File: src/hdl/pbnc_pkg.sv
// ----------------------------------------------------------------------------
// pbnc_pkg
// Shared widths, constants and controller/datapath bundles for the palette
// blend and nearest color search block.
// ----------------------------------------------------------------------------
package pbnc_pkg;

  localparam int unsigned PALETTE_ENTRIES = 256;
  localparam int unsigned PAL_AW          = $clog2(PALETTE_ENTRIES);

  localparam int unsigned IDX_W  = 8;
  localparam int unsigned CH_W   = 8;
  localparam int unsigned RGB_W  = 3 * CH_W;
  localparam int unsigned OP_W   = 7;
  localparam int unsigned SUM_W  = 15;
  localparam int unsigned PROD_W = 31;
  localparam int unsigned SQ_W   = 2 * CH_W;
  localparam int unsigned DIST_W = SQ_W + 2;

  localparam logic [OP_W-1:0] PERCENT_FULL = 7'd100;

  // x / 100 == (x * RECIP_MUL) >> RECIP_SHIFT for x below 43690
  localparam int unsigned   RECIP_SHIFT = 22;
  localparam logic [15:0]   RECIP_MUL   = 16'd41944;

  // configuration register indexes
  localparam int unsigned CFG_IDX_W = 2;
  localparam logic [CFG_IDX_W-1:0] CFG_OPACITY      = 2'd0;
  localparam logic [CFG_IDX_W-1:0] CFG_FIRST_USABLE = 2'd1;
  localparam logic [CFG_IDX_W-1:0] CFG_LAST_USABLE  = 2'd2;

  localparam logic [OP_W-1:0]  OPACITY_RST      = 7'd100;
  localparam logic [IDX_W-1:0] FIRST_USABLE_RST = 8'd1;
  localparam logic [IDX_W-1:0] LAST_USABLE_RST  = 8'd255;

  // input item modes
  localparam logic MODE_WRITE = 1'b0;
  localparam logic MODE_QUERY = 1'b1;

  typedef enum logic [1:0] {
    RD_SRC_SEL  = 2'd0,
    RD_DST_SEL  = 2'd1,
    RD_SCAN_SEL = 2'd2
  } rd_sel_e;

  typedef struct packed {
    logic            wr_en;
    logic            latch_query;
    rd_sel_e         rd_sel;
    logic            cap_src;
    logic            cap_dst;
    logic            blend_mul;
    logic            blend_div;
    logic [1:0]      chan;
    logic            scan_load;
    logic            scan_step;
    logic            scan_rd;
  } pbnc_cmd_t;

  typedef struct packed {
    logic scan_last;
  } pbnc_sts_t;

endpackage

File: src/hdl/pbnc_ctrl.sv
// ----------------------------------------------------------------------------
// pbnc_ctrl
// Sequencer: fetches source and destination entries, steps the blend one
// channel at a time, then walks the usable range and emits the result strobe.
// ----------------------------------------------------------------------------
module pbnc_ctrl
  import pbnc_pkg::*;
(
  input  logic      clk_i,
  input  logic      rst_ni,
  input  logic      start,
  input  logic      mode_i,
  output logic      busy,
  output logic      result_valid_o,
  output pbnc_cmd_t cmd_o,
  input  pbnc_sts_t sts_i
);

  localparam logic [3:0] S_IDLE    = 4'd0;
  localparam logic [3:0] S_RD_SRC  = 4'd1;
  localparam logic [3:0] S_RD_DST  = 4'd2;
  localparam logic [3:0] S_CAP_DST = 4'd3;
  localparam logic [3:0] S_MUL     = 4'd4;
  localparam logic [3:0] S_DIV     = 4'd5;
  localparam logic [3:0] S_SCAN    = 4'd6;
  localparam logic [3:0] S_DRAIN1  = 4'd7;
  localparam logic [3:0] S_DRAIN2  = 4'd8;
  localparam logic [3:0] S_DONE    = 4'd9;

  logic [3:0] state_q, state_d;
  logic [1:0] chan_q, chan_d;

  always_ff @(posedge clk_i or negedge rst_ni) begin
    if (!rst_ni) begin
      state_q <= S_IDLE;
      chan_q  <= 2'd0;
    end else begin
      state_q <= state_d;
      chan_q  <= chan_d;
    end
  end

  always_comb begin
    state_d = state_q;
    chan_d  = chan_q;
    cmd_o   = '0;
    cmd_o.rd_sel = RD_SRC_SEL;
    cmd_o.chan   = chan_q;
    unique case (state_q)
      S_IDLE: begin
        if (start) begin
          if (mode_i == MODE_QUERY) begin
            cmd_o.latch_query = 1'b1;
            chan_d  = 2'd0;
            state_d = S_RD_SRC;
          end else begin
            cmd_o.wr_en = 1'b1;
          end
        end
      end
      S_RD_SRC: begin
        cmd_o.rd_sel = RD_SRC_SEL;
        state_d = S_RD_DST;
      end
      S_RD_DST: begin
        cmd_o.rd_sel  = RD_DST_SEL;
        cmd_o.cap_src = 1'b1;
        state_d = S_CAP_DST;
      end
      S_CAP_DST: begin
        cmd_o.cap_dst = 1'b1;
        state_d = S_MUL;
      end
      S_MUL: begin
        cmd_o.blend_mul = 1'b1;
        state_d = S_DIV;
      end
      S_DIV: begin
        cmd_o.blend_div = 1'b1;
        if (chan_q == 2'd2) begin
          cmd_o.scan_load = 1'b1;
          state_d = S_SCAN;
        end else begin
          chan_d  = chan_q + 2'd1;
          state_d = S_MUL;
        end
      end
      S_SCAN: begin
        cmd_o.rd_sel  = RD_SCAN_SEL;
        cmd_o.scan_rd = 1'b1;
        if (sts_i.scan_last) begin
          state_d = S_DRAIN1;
        end else begin
          cmd_o.scan_step = 1'b1;
        end
      end
      S_DRAIN1: state_d = S_DRAIN2;
      S_DRAIN2: state_d = S_DONE;
      S_DONE:   state_d = S_IDLE;
      default:  state_d = S_IDLE;
    endcase
  end

  assign busy           = (state_q != S_IDLE);
  assign result_valid_o = (state_q == S_DONE);

endmodule

File: config.mk
export PLATFORM = sky130hd
export DESIGN_NAME = pbnc_ctrl
export DESIGN_NICKNAME = d
export VERILOG_FILES = /design/src/hdl/pbnc_pkg.sv /design/src/hdl/pbnc_ctrl.sv
export SDC_FILE = /design/constraint.sdc
export NUM_CORES = 1
export LEC_CHECK = 0
export BUFFER_PORTS_ARGS = -buffer_cell sky130_fd_sc_hd__buf_4
export CAP_MARGIN = 5
export CORE_AREA = 2 2 39 41
export CTS_CLUSTER_DIAMETER = 200
export DETAILED_ROUTE_END_ITERATION = 8
export DIE_AREA = 0 0 41 43
export PLACE_DENSITY = 0.56
export SKIP_CTS_REPAIR_TIMING = 1
export SYNTH_ARGS = -nofsm -noshare
export SYNTH_HDL_FRONTEND = slang
export SYNTH_SLANG_ARGS = --single-unit
File: constraint.sdc
create_clock -name clk_i -period 2.35 [get_ports clk_i]
set_input_delay 0.3525 -clock clk_i [delete_from_list [all_inputs] [get_ports clk_i]]
set_output_delay 0.3525 -clock clk_i [all_outputs]
set_load 0.03 [all_outputs]
; ---- After elaboration in Yosys (flattened, before gate mapping)
; Cells that the tools add are included.
[totals]
register_bits = 6
latchBits = 0
ram_bits = 0
romBits = 0
inputBits = 5
word_cells = 44
mem_count = 0
[classes]
addsub = 1
multipliers = 0
div = 0
magnitude_cmp = 0
eq_ne = 14
shifts = 0
n_mux = 22
bitwise_logic = 0
reduce_logical = 5
[op_table]
columns = operator, n
row1 = case mux 4 bit (9 select lines), 1
row2 = == test 4 x 3 -> 1 bit (second input constant), 4
row3 = 2-to-1 mux 2 bit, 7
row4 = 2-to-1 mux 4 bit, 3
row5 = 2-to-1 mux 1 bit, 9
row6 = == test 4 x 2 -> 1 bit (second input constant), 2
row7 = == test 4 bit (second input constant), 2
row8 = inequality test 2 bit (second input constant), 4
row9 = case mux 2 bit (2 select lines), 2
row10 = == test 4 x 1 -> 1 bit (second input constant), 1
row11 = logical NOT 4 bit, 1
row12 = AND reduction 4 bit, 1
row13 = nonzero test 4 bit, 1
row14 = AND reduction 3 bit, 1
row15 = adder 2 x 1 -> 2 bit (second input constant), 1
row16 = == test 2 bit (second input constant), 1
row17 = nonzero test 2 bit, 1

; ---- Longest topological paths before layout
; Gate-level depths: netlist of run 1.
[depth]
ltp_word = 3
depth_mapped = 5
depth_no_buf = 5

; ---- Least setup slack after synthesis of run 1
; OpenSTA, ideal clock, no wires.
[synth_timing]
kind = flip-flop to output port
from = reg state_q[0]
to = out cmd_o[12] (netlist name)
arrival_ns = 1.759
required_time_ns = 1.997
slack_ns = 0.239
path_stages_with_launch = 3
path_buffers = 0
cell_sequence = dfrtp_1 -> or4_4 -> nor3b_1
[synth_rtl]
columns = item, line_no
row1 = from (decl), pbnc_ctrl.sv:30  ; logic [3:0] state_q, state_d;
row2 = from (signal assigned), pbnc_ctrl.sv:38  ; state_q <= state_d;
row3 = to (decl), pbnc_ctrl.sv:15  ; output pbnc_cmd_t cmd_o,

==> results of run 1 <==
[flip-flops by register name (all words and copies together) (netlist names)]
| signal | count |
|---|---|
| chan_q | 2 |
| state_q | 4 |
[final timing paths]
check | end | slack [ns] | cells past startpoint
setup / recovery | cmd_o[12] | 0.30 | 3
hold / removal | state_q[1] | 0.47 | 2
setup reg to reg | chan_q[0] | 0.88 | 3
hold reg to reg | chan_q[1] | 0.55 | 2
max in group asynchronous | state_q[0] | 1.77 | 2
min in group clk_i | state_q[0] | 0.48 | 3
[placed cells by master, fill, tap and decap left out, types with 3 or more instances in the layout]
master / netlist / routed
inv_1: 4 / 4
clkbuf_4: 0 / 3
nor2_1: 3 / 3
dfrtp_1: 6 / 6
buf_4: 2 / 19
o21ai_0: 4 / 4
nor3_1: 5 / 5
nand2_1: 5 / 5
[cell type report]
type	instances	area, um^2	area share, %
multi-input cells	32	207.7	36.56
repair buffers	20	152.6	26.87
flip-flops and latches	6	150.1	26.43
clock buffers	3	22.52	3.965
well taps	16	20.02	3.524
inverters	4	15.01	2.643
[report_power, final]
group | internal, mW | switching (mW) | leakage (nW) | total, mW
logic | 0.194 | 0.301 | 0.177 | 0.495
clock network | 0.0575 | 0.0334 | 0.0138 | 0.0909
registers | 0.149 | 0.0810 | 0.0763 | 0.230
total | 0.401 | 0.415 | 0.267 | 0.816
[cell families after synthesis]
logic type      Yosys count  synth area share, %
buf+inv                   9                11.18
simple gates             21                30.44
flops                     6                37.27
xor+xnor                  1                2.174
fa+ha+maj                 1                3.105
compound gates            9                15.84
[stage by stage]
stage / util, % / power [mW]
2_1_floorplan: - / 0.5892
3_3_place_gp: 38.70 / 0.7305
3_5_place_dp: 38.70 / 0.7275
4_1_cts: 40.33 / 0.8252
5_1_grt: 41.05 / 0.8793
6_report: 41.05 / 0.8161
[per-layer routing]
layer  global-route usage [%]  routed length [um]  vias to the layer above
met5                        0                   0                        -
met3                    3.141                  40                        2
met1                    12.25                 395                      168
met4                    10.00                  13                        0
met2                    14.69                 397                       10
li1                         -                   -                      199
[worst register-to-register path: stages, from the launching register on]
cell and delay, ns:
dfrtp_1 0.49, or4_4 0.58, o2bb2ai_2 0.18, o21ai_0 0.10
==> summary.txt, run 1 <==
status = finished clean
Distinct cells, synth = 23
Slew Limit Headroom = 75.81%
post-route design area = 568.0 um^2
Gate Count Post-Synth = 47
Seq/Total Area, Yosys = 37.27%
Hold Vio Cnt, Final = 0
Initial Util = 29.11%
CTS clk-pin slew, worst paths = 0.04 ns
worst setup path startpoint = state_q[2]
CP Launch Type = flip-flop
initial antenna violation count = 0
die area = 1763 um^2
I/O Buffers = 19
unrepaired setup endpoints after global routing = false
Tot GR Track Use = 10.64%
worst path cell trace = or4_4 -> nor3b_1 -> buf_4
Core Area = 1384 um^2
final setup vio count = 0
final global-route overflow total = 0
Synth area leaders = dfrtp_1 37%, nor3_1 6.2%, o21ai_0 5.0%
Die Span Y = 43 um
worst setup path class = flip-flop to output port
clock root cell = clkbuf_4
reg2reg start = state_q[2]
vias in the first global route = 303
syn nets = 53
Worst Path Arrival = 1.70 ns
Yosys reg bits = 6
Ports = 20
CP required = 2.00 ns
routed length per instance = 10.46 um
ys async rst share = 100.0%
Final HPWL DP = 632.2 um
drt first pass iters = 2
Synth top area share = 37.27%
Num CTS Buffers = 3
CTS tree = done
final non-filler cell total = 81
standard-cell row count = 14
CP Capture Type = output port
Max VDD drop = 0.0005292 V
Mapped Avg Cell Area = 8.572 um^2
actual slew at the worst max-slew pin = 0.3537 ns
placed cells = 77
Max Slew Vio Count = 0
placed cell area = 535.5 um^2
synthesized cell area = 402.9 um^2
PnR worst setup slack = 0.3012 ns
MaxCap Viol Count = 0
Max FO, Critical Path = 12
clk_lat worst skew = 0.24 ns
Synth Flop Type = dfrtp_1
pre-CTS setup slack = 0.5678 ns
Sink Count = 6
fin crit period = 2.049 ns
# diodes = 0
top cell family by delay on the critical path = simple AND/OR/NAND/NOR gates
leakage power total = 0.2668 nW
Max Buffers Root-to-Sink = 2
# H-tree levels = 1
fillers = 140
DR vias/cell = 4.679
setup TNS = 0 ns
fin nets = 73
DR iter-0 viols = 8
slowest stage cell, crit path = or4_4
most common library cells after synthesis = 6 x dfrtp_1, 5 x nand2_1, 5 x nor3_1
via count = 379
Post-route DRC = 0
largest net degree at the start of global routing = 13
crit share post-route = 87.18%
width of the die = 41 um
area leader, netlist = dfrtp_1
PwrDens = 1437 nW/um^2
area delta synth->final = 40.99%
layout cells sized above 1 = 38.46%
Fmax = 488.1 MHz
worst clock skew = 0.0008282 ns
Post-synth EDFFs = 0
Post-Route WL = 847 um
Tightest Hold Check Type = input port to asynchronous set/reset pin
first-pass GRT wire length = 1214 um
Max stage delay on crit path = 0.58 ns
WHS = 0.4715 ns
Synth Warn # = 0
most common cell in the netlist = dfrtp_1
post-route ant nets = 0
Buf/Inv on CP = 1
Placer Congestion = 0.7380
(Power assumes the default switching activity.)
==> run 2, diff against run 1 <==
BUFFER_PORTS_ARGS = -buffer_cell sky130_fd_sc_hd__buf_2   (was -buffer_cell sky130_fd_sc_hd__buf_4)
==> run 2 against run 1 <==
Against the previous run:
- total power fell by 5.6%
- critical endpoint unchanged
- count of clock-buffer cells in the layout did not move
- global-route usage rose by 0.62 points
- combinational power fell by 9.1%
- register-to-register slack got worse by 0.02 ns
- die area did not move
==> summary.txt, run 2 (synthesis results as in run 1) <==
Max stage delay on crit path = 0.59 ns
Initial Util = 29.11%
# H-tree levels = 1
PnR worst setup slack = 0.2785 ns
vias in the first global route = 317
clk_lat worst skew = 0.24 ns
Slew Limit Headroom = 75.22%
DR vias/cell = 4.827
worst clock skew = 0.002134 ns
actual slew at the worst max-slew pin = 0.3624 ns
drt first pass iters = 3
width of the die = 41 um
Worst R2R Path Depth = 3
first-pass GRT wire length = 1311 um
final global-route overflow total = 0
Max Slew Vio Count = 0
Max Buffers Root-to-Sink = 2
crit share post-route = 88.15%
Worst Path Arrival = 1.72 ns
Sink Count = 6
Core Area = 1384 um^2
setup TNS = 0 ns
layout cells sized above 1 = 38.46%
die area = 1763 um^2
# diodes = 0
Final HPWL DP = 667.6 um
CP Launch Type = flip-flop
reg2reg setup slack = 0.86 ns
CP endpoint = cmd_o[12]
most frequent cells in the layout = 19 x buf_2, 6 x dfrtp_1, 5 x nor3_1, 5 x nand2_1
max reg flops = 4
Num CTS Buffers = 3
CP required = 2.00 ns
Placer Congestion = 0.7208
area delta synth->final = 29.19%
DR iter-0 viols = 5
fin crit period = 2.071 ns
initial antenna violation count = 0
status = finished clean
MaxCap Viol Count = 0
Ports = 20
top flop regs = state_q (4), chan_q (2)
I/O Buffers = 19
largest net degree at the start of global routing = 13
slowest stage cell, crit path = or4_4
placed cell area = 488.0 um^2
worst setup path class = flip-flop to output port
Tightest Hold Check Type = input port to asynchronous set/reset pin
routed length per instance = 10.94 um
post-route ant nets = 0
pre-CTS setup slack = 0.5463 ns
CP Capture Type = output port
fin nets = 73
Fmax = 482.7 MHz
CTS clk-pin slew, worst paths = 0.04 ns
Post-Route WL = 886 um
Max FO, Critical Path = 12
fillers = 159
worst setup path startpoint = state_q[2]
reg2reg start = state_q[2]
Die Span Y = 43 um
Worst R2R End = chan_q[1]
via count = 391
clock root cell = clkbuf_4
leakage power total = 0.2611 nW
CTS tree = done
Reg with most FFs = state_q
placed cells = 77
final non-filler cell total = 81
final setup vio count = 0
Tot GR Track Use = 11.26%
Post-route DRC = 0
commonest non-fill, non-tap cell in the layout = buf_2
post-route design area = 520.5 um^2
standard-cell row count = 14
PwrDens = 1481 nW/um^2
unrepaired setup endpoints after global routing = false
Max VDD drop = 0.0005217 V
worst path cell trace = or4_4 -> nor3b_1 -> buf_2
Hold Vio Cnt, Final = 0
run 2: cell counts in the layout (fill, tap and decap cells not counted):
No cell type changed its count.
run 2: through the flow:
stage	power, mW	utilization, %	hold WS [ns]
5_1_grt	0.8393	37.61	0.4907
4_1_cts	0.7808	36.89	-0.07849
3_3_place_gp	0.6804	35.26	0.1763
6_report	0.7706	37.61	0.4859
3_5_place_dp	0.6845	35.26	0.1809
2_1_floorplan	0.5892	-	0.05691
run 2: worst min path at each step:
stage / end / cells after the start / slack (ns)
floorplan: chan_q[0] / 0 / 0.06
global placement: chan_q[1] / 1 / 0.18
detailed placement: chan_q[1] / 1 / 0.18
CTS: state_q[1] / 1 / -0.08
global route: state_q[0] / 2 / 0.49
finish: state_q[1] / 2 / 0.49
run 2: final cells by class:
type,instances,area (um^2),share of cell area [%]
inverters,4,15.01,2.885
clock buffers,3,22.52,4.327
flip-flops and latches,6,150.1,28.85
well taps,16,20.02,3.846
multi-input cells,32,207.7,39.90
repair buffers,20,105.1,20.19
run 2: per-layer routing:
| layer | vias to the layer above | routed length (um) | GRT usage (%) |
|---|---|---|---|
| li1 | 202 | - | - |
| met1 | 177 | 405 | 12.62 |
| met2 | 10 | 428 | 17.19 |
| met3 | 2 | 39 | 3.141 |
| met4 | 0 | 12 | 8.000 |
| met5 | - | 0 | 0 |
run 2: critical path: cells and delay by family, from the launching register on:
| kind | cells | cell delay (ns) |
|---|---|---|
| buf+inv | 1 | 0.22 |
| flops | 1 | 0.49 |
| simple gates | 2 | 0.77 |
run 2: power breakdown:
part	total (mW)	internal [mW]	switching [mW]
Combinational	0.450	0.150	0.300
Clock	0.0910	0.0575	0.0334
Sequential	0.230	0.149	0.0806
